==> src/hw/rtl/assert_macros.svh <==
// Assertion helpers for the RTL.
`ifndef ASSERT_MACROS_SVH
`define ASSERT_MACROS_SVH

// Implication checked on every rising edge outside reset.
`define ASSERT_IMPL(label, clk, rst_n, ante, cons, msg) \
    label: assert property (@(posedge clk) disable iff (!rst_n) (ante) |-> (cons)) \
        else $error(msg);

// Property that must hold on every rising edge outside reset.
`define ASSERT_ALWAYS(label, clk, rst_n, prop, msg) \
    label: assert property (@(posedge clk) disable iff (!rst_n) (prop)) \
        else $error(msg);

`endif

==> src/hw/rtl/abd_pkg.sv <==
`default_nettype none
package abd_pkg;

    localparam int unsigned NUM_REGS = 8;
    localparam int unsigned IDX_W = 3;

    localparam logic [IDX_W-1:0] REG_CLOSE_SIGMAS  = 3'd0;
    localparam logic [IDX_W-1:0] REG_OPEN_SIGMAS   = 3'd1;
    localparam logic [IDX_W-1:0] REG_MIN_BLINK     = 3'd2;
    localparam logic [IDX_W-1:0] REG_SLOW_BLINK    = 3'd3;
    localparam logic [IDX_W-1:0] REG_MAX_BLINK     = 3'd4;
    localparam logic [IDX_W-1:0] REG_DOUBLE_GAP    = 3'd5;
    localparam logic [IDX_W-1:0] REG_REFRACTORY    = 3'd6;
    localparam logic [IDX_W-1:0] REG_MIN_WINK      = 3'd7;

    localparam int unsigned CFG_DATA_W = 16;

    localparam logic [11:0] CLOSE_SIGMAS_RST = 12'd640;
    localparam logic [11:0] OPEN_SIGMAS_RST  = 12'd384;
    localparam logic [15:0] MIN_BLINK_RST    = 16'd40;
    localparam logic [15:0] SLOW_BLINK_RST   = 16'd400;
    localparam logic [15:0] MAX_BLINK_RST    = 16'd800;
    localparam logic [15:0] DOUBLE_GAP_RST   = 16'd300;
    localparam logic [15:0] REFRACTORY_RST   = 16'd60;
    localparam logic [15:0] MIN_WINK_RST     = 16'd60;

    localparam int unsigned BASELINE_ALPHA_DEF  = 655;
    localparam int unsigned DEVIATION_ALPHA_DEF = 1311;
    localparam int unsigned DEVIATION_FLOOR_DEF = 33;

    // Stats are held as 34-bit signed Q2.31 values
    localparam int unsigned STAT_W = 34;
    localparam logic signed [STAT_W-1:0] ONE_Q31   = 34'sd2147483648;
    localparam logic signed [STAT_W-1:0] DEV_RESET = 34'sd64424509;
    localparam logic [15:0] OPEN_MAX = 16'd32768;

    typedef enum logic [1:0] {
        PH_OPEN    = 2'd0,
        PH_CLOSING = 2'd1,
        PH_CLOSED  = 2'd2,
        PH_REFRACT = 2'd3
    } phase_t;

    typedef enum logic [2:0] {
        ST_IDLE,
        ST_THRESH,
        ST_BASE,
        ST_DEV,
        ST_EVENT,
        ST_FINISH
    } ctrl_state_t;

    // Controller to datapath
    typedef struct packed {
        logic load;
        logic thresh;
        logic base;
        logic dev;
        logic event_eval;
        logic finish;
        logic eye;
    } dp_cmd_t;

    typedef struct packed {
        logic        blink;
        logic        slow_blink;
        logic        paired_blink;
        logic        left_wink;
        logic        right_wink;
        logic [15:0] blink_duration_ms;
    } result_t;

endpackage
`default_nettype wire

==> src/hw/rtl/abd_if.sv <==
`default_nettype none
interface abd_in_if;
    logic        valid;
    logic        ready;
    logic [31:0] time_ms;
    logic [15:0] open_left;
    logic [15:0] open_right;
    modport source (output valid, time_ms, open_left, open_right, input ready);
    modport sink (input valid, time_ms, open_left, open_right, output ready);
endinterface

interface abd_out_if;
    logic        valid;
    logic        ready;
    logic        blink;
    logic        slow_blink;
    logic        paired_blink;
    logic        left_wink;
    logic        right_wink;
    logic [15:0] blink_duration_ms;
    modport source (output valid, blink, slow_blink, paired_blink, left_wink, right_wink,
        blink_duration_ms, input ready);
    modport sink (input valid, blink, slow_blink, paired_blink, left_wink, right_wink,
        blink_duration_ms, output ready);
endinterface

interface abd_cfg_if;
    logic        valid;
    logic        ready;
    logic [2:0]  index;
    logic [15:0] data;
    modport source (output valid, index, data, input ready);
    modport sink (input valid, index, data, output ready);
endinterface
`default_nettype wire

==> src/hw/rtl/adaptive_blink_detector.sv <==
// One sample at a time: no new input word is accepted until the previous
// sample has finished. Steps: accept, then threshold, baseline, deviation
// and phase steps for each eye in turn on the shared unit, then finish.
// A result word not yet taken holds the next sample in its finish step.
// Reset (rst_n, asynchronous): registers at defaults, both eyes open,
// baseline 1.0, deviation 0.03.
`default_nettype none
`include "assert_macros.svh"
module adaptive_blink_detector #(
    parameter int unsigned BASELINE_ALPHA  = abd_pkg::BASELINE_ALPHA_DEF,
    parameter int unsigned DEVIATION_ALPHA = abd_pkg::DEVIATION_ALPHA_DEF,
    parameter int unsigned DEVIATION_FLOOR = abd_pkg::DEVIATION_FLOOR_DEF
) (
    input  wire logic clk,
    input  wire logic rst_n,
    abd_in_if.sink    in_ch,
    abd_out_if.source out_ch,
    abd_cfg_if.sink   cfg
);
    logic [11:0] close_sigmas_reg, open_sigmas_reg;
    logic [15:0] min_blink_reg, slow_blink_reg, max_blink_reg;
    logic [15:0] double_gap_reg, refractory_reg, min_wink_reg;

    logic             busy, res_valid, in_fire, out_fire;
    abd_pkg::dp_cmd_t cmd;
    abd_pkg::result_t result;

    assign in_ch.ready = !busy;
    assign in_fire     = in_ch.valid && in_ch.ready;
    assign out_fire    = out_ch.valid && out_ch.ready;
    assign cfg.ready   = 1'b1;

    always_ff @(posedge clk or negedge rst_n)
    begin
        if (!rst_n)
        begin
            close_sigmas_reg <= abd_pkg::CLOSE_SIGMAS_RST;
            open_sigmas_reg  <= abd_pkg::OPEN_SIGMAS_RST;
            min_blink_reg    <= abd_pkg::MIN_BLINK_RST;
            slow_blink_reg   <= abd_pkg::SLOW_BLINK_RST;
            max_blink_reg    <= abd_pkg::MAX_BLINK_RST;
            double_gap_reg   <= abd_pkg::DOUBLE_GAP_RST;
            refractory_reg   <= abd_pkg::REFRACTORY_RST;
            min_wink_reg     <= abd_pkg::MIN_WINK_RST;
        end
        else if (cfg.valid)
        begin
            case (cfg.index)
                abd_pkg::REG_CLOSE_SIGMAS: close_sigmas_reg <= cfg.data[11:0];
                abd_pkg::REG_OPEN_SIGMAS:  open_sigmas_reg  <= cfg.data[11:0];
                abd_pkg::REG_MIN_BLINK:    min_blink_reg    <= cfg.data;
                abd_pkg::REG_SLOW_BLINK:   slow_blink_reg   <= cfg.data;
                abd_pkg::REG_MAX_BLINK:    max_blink_reg    <= cfg.data;
                abd_pkg::REG_DOUBLE_GAP:   double_gap_reg   <= cfg.data;
                abd_pkg::REG_REFRACTORY:   refractory_reg   <= cfg.data;
                abd_pkg::REG_MIN_WINK:     min_wink_reg     <= cfg.data;
                default: ;
            endcase
        end
    end

    abd_ctrl u_ctrl (
        .clk       (clk),
        .rst_n     (rst_n),
        .in_fire   (in_fire),
        .out_fire  (out_fire),
        .busy      (busy),
        .res_valid (res_valid),
        .cmd       (cmd)
    );

    abd_datapath #(
        .BASELINE_ALPHA  (BASELINE_ALPHA),
        .DEVIATION_ALPHA (DEVIATION_ALPHA),
        .DEVIATION_FLOOR (DEVIATION_FLOOR)
    ) u_dp (
        .clk           (clk),
        .rst_n         (rst_n),
        .cmd           (cmd),
        .time_ms       (in_ch.time_ms),
        .open_left     (in_ch.open_left),
        .open_right    (in_ch.open_right),
        .close_sigmas  (close_sigmas_reg),
        .open_sigmas   (open_sigmas_reg),
        .min_blink_ms  (min_blink_reg),
        .slow_blink_ms (slow_blink_reg),
        .max_blink_ms  (max_blink_reg),
        .double_gap_ms (double_gap_reg),
        .refractory_ms (refractory_reg),
        .min_wink_ms   (min_wink_reg),
        .result        (result)
    );

    assign out_ch.valid             = res_valid;
    assign out_ch.blink             = result.blink;
    assign out_ch.slow_blink        = result.slow_blink;
    assign out_ch.paired_blink      = result.paired_blink;
    assign out_ch.left_wink         = result.left_wink;
    assign out_ch.right_wink        = result.right_wink;
    assign out_ch.blink_duration_ms = result.blink_duration_ms;

    `ASSERT_IMPL(a_no_accept_busy, clk, rst_n, busy, !in_fire, "word accepted while busy")
    `ASSERT_IMPL(a_out_hold, clk, rst_n, $past(out_ch.valid && !out_ch.ready), out_ch.valid && $stable(out_ch.blink_duration_ms), "result word dropped or changed while waiting")
    `ASSERT_ALWAYS(a_wink_excl, clk, rst_n, !(out_ch.valid && out_ch.left_wink && out_ch.right_wink), "both winks set")
    `ASSERT_IMPL(a_wink_blink, clk, rst_n, out_ch.valid && (out_ch.left_wink || out_ch.right_wink), out_ch.blink, "wink without blink")
endmodule
`default_nettype wire

==> src/hw/rtl/abd_ctrl.sv <==
`default_nettype none
module abd_ctrl (
    input  wire logic            clk,
    input  wire logic            rst_n,
    input  wire logic            in_fire,
    input  wire logic            out_fire,
    output logic                 busy,
    output logic                 res_valid,
    output abd_pkg::dp_cmd_t     cmd
);
    abd_pkg::ctrl_state_t state_reg, state_next;
    logic                 eye_reg, eye_next;
    logic                 out_valid_reg, out_valid_next;

    always_ff @(posedge clk or negedge rst_n)
    begin
        if (!rst_n)
        begin
            state_reg     <= abd_pkg::ST_IDLE;
            eye_reg       <= 1'b0;
            out_valid_reg <= 1'b0;
        end
        else
        begin
            state_reg     <= state_next;
            eye_reg       <= eye_next;
            out_valid_reg <= out_valid_next;
        end
    end

    assign res_valid = out_valid_reg;

    always_comb
    begin
        state_next     = state_reg;
        eye_next       = eye_reg;
        out_valid_next = out_valid_reg && !out_fire;
        cmd            = '0;
        cmd.eye        = eye_reg;
        busy           = 1'b1;
        case (state_reg)
            abd_pkg::ST_IDLE:
            begin
                busy = 1'b0;
                if (in_fire)
                begin
                    cmd.load   = 1'b1;
                    eye_next   = 1'b0;
                    state_next = abd_pkg::ST_THRESH;
                end
            end
            abd_pkg::ST_THRESH:
            begin
                cmd.thresh = 1'b1;
                state_next = abd_pkg::ST_BASE;
            end
            abd_pkg::ST_BASE:
            begin
                cmd.base   = 1'b1;
                state_next = abd_pkg::ST_DEV;
            end
            abd_pkg::ST_DEV:
            begin
                cmd.dev    = 1'b1;
                state_next = abd_pkg::ST_EVENT;
            end
            abd_pkg::ST_EVENT:
            begin
                cmd.event_eval = 1'b1;
                if (eye_reg)
                    state_next = abd_pkg::ST_FINISH;
                else
                begin
                    eye_next   = 1'b1;
                    state_next = abd_pkg::ST_THRESH;
                end
            end
            abd_pkg::ST_FINISH:
            begin
                // hold until the previous result word has left
                if (!out_valid_reg || out_fire)
                begin
                    cmd.finish     = 1'b1;
                    out_valid_next = 1'b1;
                    state_next     = abd_pkg::ST_IDLE;
                end
            end
            default:
                state_next = abd_pkg::ST_IDLE;
        endcase
    end
endmodule
`default_nettype wire

==> src/hw/rtl/abd_datapath.sv <==
`default_nettype none
module abd_datapath #(
    parameter int unsigned BASELINE_ALPHA  = abd_pkg::BASELINE_ALPHA_DEF,
    parameter int unsigned DEVIATION_ALPHA = abd_pkg::DEVIATION_ALPHA_DEF,
    parameter int unsigned DEVIATION_FLOOR = abd_pkg::DEVIATION_FLOOR_DEF
) (
    input  wire logic             clk,
    input  wire logic             rst_n,
    input  wire abd_pkg::dp_cmd_t cmd,
    input  wire logic [31:0]      time_ms,
    input  wire logic [15:0]      open_left,
    input  wire logic [15:0]      open_right,
    input  wire logic [11:0]      close_sigmas,
    input  wire logic [11:0]      open_sigmas,
    input  wire logic [15:0]      min_blink_ms,
    input  wire logic [15:0]      slow_blink_ms,
    input  wire logic [15:0]      max_blink_ms,
    input  wire logic [15:0]      double_gap_ms,
    input  wire logic [15:0]      refractory_ms,
    input  wire logic [15:0]      min_wink_ms,
    output abd_pkg::result_t      result
);
    localparam int unsigned SW = abd_pkg::STAT_W;
    // Thresholds reach down to about -16.0, so they carry four more bits
    localparam int unsigned TW = SW + 4;
    localparam logic signed [SW-1:0] FLOOR_Q31 =
        SW'(DEVIATION_FLOOR) <<< 16;
    localparam logic signed [17:0] BA = 18'(BASELINE_ALPHA);
    localparam logic signed [17:0] DA = 18'(DEVIATION_ALPHA);

    // Per-eye state
    abd_pkg::phase_t         phase_reg [2];
    logic [31:0]             entry_reg [2];
    logic [31:0]             last_end_reg [2];
    logic [1:0]              prev_blink_reg;
    logic signed [SW-1:0]    base_reg [2];
    logic signed [SW-1:0]    dev_reg [2];
    logic [15:0]             last_open_reg [2];

    // Sample working registers
    logic [31:0]             t_reg;
    logic [15:0]             raw_reg [2];
    logic signed [TW-1:0]    thr_close_reg, thr_open_reg;
    logic                    is_close_reg, is_open_reg;
    logic                    ev_blink_reg [2];
    logic                    ev_long_reg, ev_double_reg;
    logic [15:0]             dur_reg [2];
    abd_pkg::result_t        res_reg;

    logic                    e;
    logic [15:0]             o;
    logic signed [SW-1:0]    x;
    logic signed [SW+12:0]   pc, po;
    logic signed [TW-1:0]    thr_c, thr_o;
    logic signed [SW:0]      diff_b, diff_d;
    logic signed [SW+18:0]   prod_b, prod_d;
    logic signed [SW-1:0]    base_new, dev_new, ad;
    logic [31:0]             dur, gap;
    logic                    look_open [2];
    logic                    blink_l, blink_r;
    logic [15:0]             dmax;

    assign e = cmd.eye;
    assign o = (raw_reg[e] > abd_pkg::OPEN_MAX) ? abd_pkg::OPEN_MAX : raw_reg[e];
    assign x = $signed({2'b00, o, 16'h0000});

    // Threshold products: 34 x 13 bits each
    assign pc    = dev_reg[e] * $signed({1'b0, close_sigmas});
    assign po    = dev_reg[e] * $signed({1'b0, open_sigmas});
    assign thr_c = TW'(base_reg[e]) - TW'(pc >>> 8);
    assign thr_o = TW'(base_reg[e]) - TW'(po >>> 8);

    // Floor of alpha * diff / 65536 via arithmetic shift
    assign diff_b   = (SW+1)'(x) - (SW+1)'(base_reg[e]);
    assign prod_b   = diff_b * BA;
    assign base_new = base_reg[e] + SW'(prod_b >>> 16);

    assign ad     = (x >= base_reg[e]) ? x - base_reg[e] : base_reg[e] - x;
    assign diff_d = (SW+1)'(ad) - (SW+1)'(dev_reg[e]);
    assign prod_d = diff_d * DA;
    assign dev_new = dev_reg[e] + SW'(prod_d >>> 16);

    assign dur = t_reg - entry_reg[e];
    assign gap = t_reg - last_end_reg[e];

    always_comb
    begin
        for (int i = 0; i < 2; i++)
            look_open[i] = $signed({2'b00, last_open_reg[i], 16'h0000})
                > (base_reg[i] - dev_reg[i]);
    end

    assign blink_l = ev_blink_reg[0];
    assign blink_r = ev_blink_reg[1];
    assign dmax    = (dur_reg[0] > dur_reg[1]) ? dur_reg[0] : dur_reg[1];

    always_ff @(posedge clk or negedge rst_n)
    begin
        if (!rst_n)
        begin
            for (int i = 0; i < 2; i++)
            begin
                phase_reg[i]     <= abd_pkg::PH_OPEN;
                entry_reg[i]     <= '0;
                last_end_reg[i]  <= '0;
                base_reg[i]      <= abd_pkg::ONE_Q31;
                dev_reg[i]       <= abd_pkg::DEV_RESET;
                last_open_reg[i] <= abd_pkg::OPEN_MAX;
            end
            prev_blink_reg <= '0;
        end
        else
        begin
            if (cmd.thresh)
                last_open_reg[e] <= o;
            if (cmd.base && x >= thr_open_reg)
                base_reg[e] <= base_new;
            if (cmd.dev)
                dev_reg[e] <= (dev_new < FLOOR_Q31) ? FLOOR_Q31 : dev_new;
            if (cmd.event_eval)
            begin
                case (phase_reg[e])
                    abd_pkg::PH_OPEN:
                        if (is_close_reg)
                        begin
                            phase_reg[e] <= abd_pkg::PH_CLOSING;
                            entry_reg[e] <= t_reg;
                        end
                    abd_pkg::PH_CLOSING:
                        if (is_close_reg)
                        begin
                            phase_reg[e] <= abd_pkg::PH_CLOSED;
                            entry_reg[e] <= t_reg;
                        end
                        else if (is_open_reg)
                            phase_reg[e] <= abd_pkg::PH_OPEN;
                    abd_pkg::PH_CLOSED:
                        if (is_open_reg)
                        begin
                            if (dur >= 32'(min_blink_ms) && dur <= 32'(max_blink_ms))
                            begin
                                prev_blink_reg[e] <= 1'b1;
                                last_end_reg[e]   <= t_reg;
                            end
                            else
                                prev_blink_reg[e] <= 1'b0;
                            phase_reg[e] <= abd_pkg::PH_REFRACT;
                            entry_reg[e] <= t_reg;
                        end
                    default:
                        if (dur >= 32'(refractory_ms))
                            phase_reg[e] <= abd_pkg::PH_OPEN;
                endcase
            end
        end
    end

    // Working registers, no reset needed
    always_ff @(posedge clk)
    begin
        if (cmd.load)
        begin
            t_reg         <= time_ms;
            raw_reg[0]    <= open_left;
            raw_reg[1]    <= open_right;
            ev_long_reg   <= 1'b0;
            ev_double_reg <= 1'b0;
        end
        if (cmd.thresh)
        begin
            thr_close_reg <= thr_c;
            thr_open_reg  <= thr_o;
        end
        if (cmd.base)
        begin
            is_close_reg <= x < thr_close_reg;
            is_open_reg  <= x >= thr_open_reg;
        end
        if (cmd.event_eval)
        begin
            ev_blink_reg[e] <= 1'b0;
            dur_reg[e]      <= '0;
            if (phase_reg[e] == abd_pkg::PH_CLOSED && is_open_reg
                && dur >= 32'(min_blink_ms) && dur <= 32'(max_blink_ms))
            begin
                ev_blink_reg[e] <= 1'b1;
                dur_reg[e]      <= dur[15:0];
                if (dur >= 32'(slow_blink_ms))
                    ev_long_reg <= 1'b1;
                if (prev_blink_reg[e] && gap <= 32'(double_gap_ms))
                    ev_double_reg <= 1'b1;
            end
        end
        if (cmd.finish)
        begin
            res_reg.blink        <= blink_l | blink_r;
            res_reg.slow_blink   <= ev_long_reg;
            res_reg.paired_blink <= ev_double_reg;
            res_reg.left_wink    <= blink_l && !blink_r && dur_reg[0] >= min_wink_ms
                && look_open[1];
            res_reg.right_wink   <= blink_r && !blink_l && dur_reg[1] >= min_wink_ms
                && look_open[0];
            res_reg.blink_duration_ms <= dmax;
        end
    end

    assign result = res_reg;
endmodule
`default_nettype wire

==> src/flat_wrapper.sv <==
// flat-port wrapper written by rule: the top's interface ports become plain ports
module adaptive_blink_detector_flat 
#(
    parameter int unsigned BASELINE_ALPHA  = abd_pkg::BASELINE_ALPHA_DEF,
    parameter int unsigned DEVIATION_ALPHA = abd_pkg::DEVIATION_ALPHA_DEF,
    parameter int unsigned DEVIATION_FLOOR = abd_pkg::DEVIATION_FLOOR_DEF
)
  (clk, rst_n, in_ch_valid, in_ch_time_ms, in_ch_open_left, in_ch_open_right, in_ch_ready, out_ch_valid, out_ch_blink, out_ch_slow_blink, out_ch_paired_blink, out_ch_left_wink, out_ch_right_wink, out_ch_blink_duration_ms, out_ch_ready, cfg_valid, cfg_index, cfg_data, cfg_ready);
  abd_in_if in_ch_i ();
  abd_out_if out_ch_i ();
  abd_cfg_if cfg_i ();
  input  wire logic clk;
  input  wire logic rst_n;
  input wire logic [$bits(in_ch_i.valid)-1:0] in_ch_valid;
  input wire logic [$bits(in_ch_i.time_ms)-1:0] in_ch_time_ms;
  input wire logic [$bits(in_ch_i.open_left)-1:0] in_ch_open_left;
  input wire logic [$bits(in_ch_i.open_right)-1:0] in_ch_open_right;
  output wire logic [$bits(in_ch_i.ready)-1:0] in_ch_ready;
  output wire logic [$bits(out_ch_i.valid)-1:0] out_ch_valid;
  output wire logic [$bits(out_ch_i.blink)-1:0] out_ch_blink;
  output wire logic [$bits(out_ch_i.slow_blink)-1:0] out_ch_slow_blink;
  output wire logic [$bits(out_ch_i.paired_blink)-1:0] out_ch_paired_blink;
  output wire logic [$bits(out_ch_i.left_wink)-1:0] out_ch_left_wink;
  output wire logic [$bits(out_ch_i.right_wink)-1:0] out_ch_right_wink;
  output wire logic [$bits(out_ch_i.blink_duration_ms)-1:0] out_ch_blink_duration_ms;
  input wire logic [$bits(out_ch_i.ready)-1:0] out_ch_ready;
  input wire logic [$bits(cfg_i.valid)-1:0] cfg_valid;
  input wire logic [$bits(cfg_i.index)-1:0] cfg_index;
  input wire logic [$bits(cfg_i.data)-1:0] cfg_data;
  output wire logic [$bits(cfg_i.ready)-1:0] cfg_ready;
  assign in_ch_i.valid = in_ch_valid;
  assign in_ch_i.time_ms = in_ch_time_ms;
  assign in_ch_i.open_left = in_ch_open_left;
  assign in_ch_i.open_right = in_ch_open_right;
  assign in_ch_ready = in_ch_i.ready;
  assign out_ch_valid = out_ch_i.valid;
  assign out_ch_blink = out_ch_i.blink;
  assign out_ch_slow_blink = out_ch_i.slow_blink;
  assign out_ch_paired_blink = out_ch_i.paired_blink;
  assign out_ch_left_wink = out_ch_i.left_wink;
  assign out_ch_right_wink = out_ch_i.right_wink;
  assign out_ch_blink_duration_ms = out_ch_i.blink_duration_ms;
  assign out_ch_i.ready = out_ch_ready;
  assign cfg_i.valid = cfg_valid;
  assign cfg_i.index = cfg_index;
  assign cfg_i.data = cfg_data;
  assign cfg_ready = cfg_i.ready;
  adaptive_blink_detector #(.BASELINE_ALPHA(BASELINE_ALPHA), .DEVIATION_ALPHA(DEVIATION_ALPHA), .DEVIATION_FLOOR(DEVIATION_FLOOR)) u_core (.clk(clk), .rst_n(rst_n), .in_ch(in_ch_i), .out_ch(out_ch_i), .cfg(cfg_i));
endmodule
==> config.mk <==
export PLATFORM = sky130hd
export DESIGN_NAME = adaptive_blink_detector_flat
export DESIGN_NICKNAME = d
export VERILOG_FILES = /design/src/hw/rtl/abd_pkg.sv /design/src/hw/rtl/abd_if.sv /design/src/hw/rtl/adaptive_blink_detector.sv /design/src/hw/rtl/abd_ctrl.sv /design/src/hw/rtl/abd_datapath.sv /design/src/flat_wrapper.sv
export VERILOG_INCLUDE_DIRS = /design/src /design/src/hw/rtl
export SDC_FILE = /design/constraint.sdc
export NUM_CORES = 2
export LEC_CHECK = 0
export BUFFER_PORTS_ARGS = -buffer_cell sky130_fd_sc_hd__buf_2
export CORE_ASPECT_RATIO = 1.75
export CORE_MARGIN = 8
export CORE_UTILIZATION = 60
export CTS_CLUSTER_SIZE = 24
export DETAILED_ROUTE_END_ITERATION = 8
export GPL_TIMING_DRIVEN = 0
export PLACE_DENSITY_LB_ADDON = 0.2
export RECOVER_POWER = 25
export SLEW_MARGIN = 15
export SYNTH_ARGS = -nofsm -noshare
export SYNTH_HDL_FRONTEND = slang
export SYNTH_SLANG_ARGS = --single-unit
==> constraint.sdc <==
create_clock -name clk -period 15 [get_ports clk]
set_input_delay 3 -clock clk [delete_from_list [all_inputs] [get_ports clk]]
set_output_delay 3 -clock clk [all_outputs]
set_load 0.005 [all_outputs]
==> impl_metrics.ini <==
[status]
status = completed

[logic_synthesis]
synth_cells = 9234
synth_most_common_cell = inv_1
synth_common_cells = 1543 x inv_1, 1025 x ha_1, 999 x fa_1, 830 x nand2_1, 437 x nor2b_1
async_flop_share_pct = 68.2
synth_area_leader_cell = fa_1
synth-main-ff-cell = dfrtp_1
synth_seq_area_share_pct = 19.3
synth_area_leaders = fa_1 23%, ha_1 15%, dfrtp_1 11%
synth.distinct_cells = 108
synth_top_area_share_pct = 23.0
synth_edf_count = 197
avgSynthCellArea_sq_um = 9.40
ys_warn_count = 0
ys_ff_latch = 626
synth_area_sq_um = 86800
syn_nets = 11300

[clocking]
cts_max_level = 2
clkSinkCount = 626
clk_pin_slew_worst_paths_ns = 0.08
cts_made_buffers = 58
root_buffer = clkbuf_16
cts_tree = built
clkLatencyLatePin_ns = 0.72
cts_buffer_depth = 3

[worst_hold_path]
hold-path-cell-count = 0
min_to = u_core.u_dp.result[19]
hp-class = reg2reg
min_from = u_core.u_dp.ev_long_reg

[final_layout]
area_growth_pct = 9.74
drive_gt1_share_pct = 11.0
nets = 11600

[timing]
max_clock_freq_mhz = 67.0
period_needed_ns = 14.92
timing.slew.headroom_pct = 6.11
worstMarginPinSlew_ns = 1.41
setup_viol = 0
worst_slack_ns = 0.0752
slew_viol_final = 0
fin_crit_sh_pct = 99.5
hold_viol = 0
fin_skew_ns = 0.111

[floorplan]
start_util_pct = 60.4
ios = 112
die_area_sq_um = 158000
core_area_sq_um = 144000
rows = 184
chipHeight_microns = 519
die_x_microns = 304

[drt]
viasPerCell = 6.07
drtPass1Iterations = 8
ant_nets = 0
wl_per_cell_microns = 25.4
vias = 69400
wl_microns = 290000
dr.first_iter.drc_count = 4725
post-route-drc-count = 0

[worst_setup_path]
reg2regPathDepth = 69
cp.required_ns = 15.53
rr_startpoint = u_core.u_ctrl.eye_reg
crit_path_start_kind = flip-flop
slowest_delay_ns = 0.57
cp.arrival_ns = 15.46
path_common_cell = nand2_2
r2r_slack_ns = 0.08
reg2reg_to = u_core.u_dp.dev_reg[62]
cp_max_fo = 11
path_class = reg2reg
critPathCaptureType = flip-flop
cp_slowest_cell = fa_1

[placement]
place_ws_ns = -7.06
globalplace.congestion = 1.03
dp_hpwl_microns = 242000
portBuffers = 106

[job]
drv_cap = 0

[global_routing]
grt_first_pass_wirelength_microns = 432000
grt_max_degree = 102
grt.overflow.total = 0
grt_usage_pct = 36.7
grt_pass1_vias = 73700
antenna_found_initial = 16
[stage by stage]
step                TNS (ns)  std cells  area [sq um]  util [%]  hold slack (ns)
finish                     0      11400         95300      66.3            0.444
global route          -11.77      11400         95300      66.3            0.439
CTS                        0      11400         94300      65.6            0.428
detailed placement   -472.03      11200         90200      62.8            0.430
global placement     -459.43      11200         89700      62.4            0.449
floorplan                  0       9234         86800         -            0.408
[placed cells by master (no fill, tap or decap), types with 120 or more instances in the layout]
master / count
inv_1: 1518
fa_1: 998
ha_1: 976
nand2_1: 813
nor2b_1: 435
a21oi_1: 377
dfrtp_1: 369
o21ai_0: 356
nor2_1: 287
mux2_2: 258
xnor2_1: 249
a21o_1: 227
clkbuf_1: 217
edfxtp_1: 197
xor2_1: 137
buf_4: 120
[how the worst max path moves through the flow]
stage / from / to / slack, ns
after detailed placement: u_core.u_ctrl.eye_reg / u_core.u_dp.dev_reg[4] / -7.06
after floorplan: u_core.u_ctrl.eye_reg / u_core.u_dp.dev_reg[63] / 0.08
after global routing: u_core.u_ctrl.eye_reg / u_core.u_dp.dev_reg[62] / -0.29
final: u_core.u_ctrl.eye_reg / u_core.u_dp.dev_reg[62] / 0.08
after global placement: u_core.u_ctrl.eye_reg / u_core.u_dp.dev_reg[38] / -6.90
after CTS: u_core.u_ctrl.eye_reg / u_core.u_dp.dev_reg[2] / 0.004
[layer usage]
layer	up-vias	GRT usage, %	wire length (microns)
met4	8	39.5	41200
met3	1333	5.93	16900
met1	34200	35.7	91100
li1	31100	-	-
met5	-	0	41
met2	2775	62.7	141000
[final cells by class]
class / instances / area (sq um)
Antenna cell: 8 / 20.0
Buffer: 267 / 1340
Clock buffer: 77 / 1610
Clock inverter: 33 / 377
Fill cell: 11800 / 48400
Inverter: 1547 / 5830
Multi-Input combinational cell: 6777 / 65300
Sequential cell: 626 / 16700
Tap cell: 1860 / 2330
Timing Repair Buffer: 245 / 1740
[worst max-delay path, delay by kind of cell, from the launching register on]
family	cells	cell delay [ns]
AOI/OAI and AO/OA	27	5.26
xor gates and xnor gates	6	0.96
adders and majority gates	8	3.17
buffers and inverters	16	2.48
DFF	1	0.43
muxes	1	0.36
and+or+nand+nor	11	1.99
[timing repair]
action	in CTS	in global routing
gates resized for setup	339	135
pin swaps	62	75
hold buffers	0	0
cloned	1	0
setup buffers	63	35
endpoints found under the setup margin	88	68
[kinds of logic after synthesis]
kind of cell             after synthesis  synth area share [%]
AO/OA/AOI/OAI                       1584                  11.8
XOR/XNOR                             452                  4.58
adder cells (fa/ha/maj)             2026                  37.8
buffers and inverters               1831                  7.96
flip-flops                           626                  19.3
multiplexers                         441                  5.55
other                                  1               0.00432
AND/OR/NAND/NOR                     2273                  13.1
Power is not shown: default switching activity piles up to over one toggle a cycle in this logic, so the estimate is an artifact.
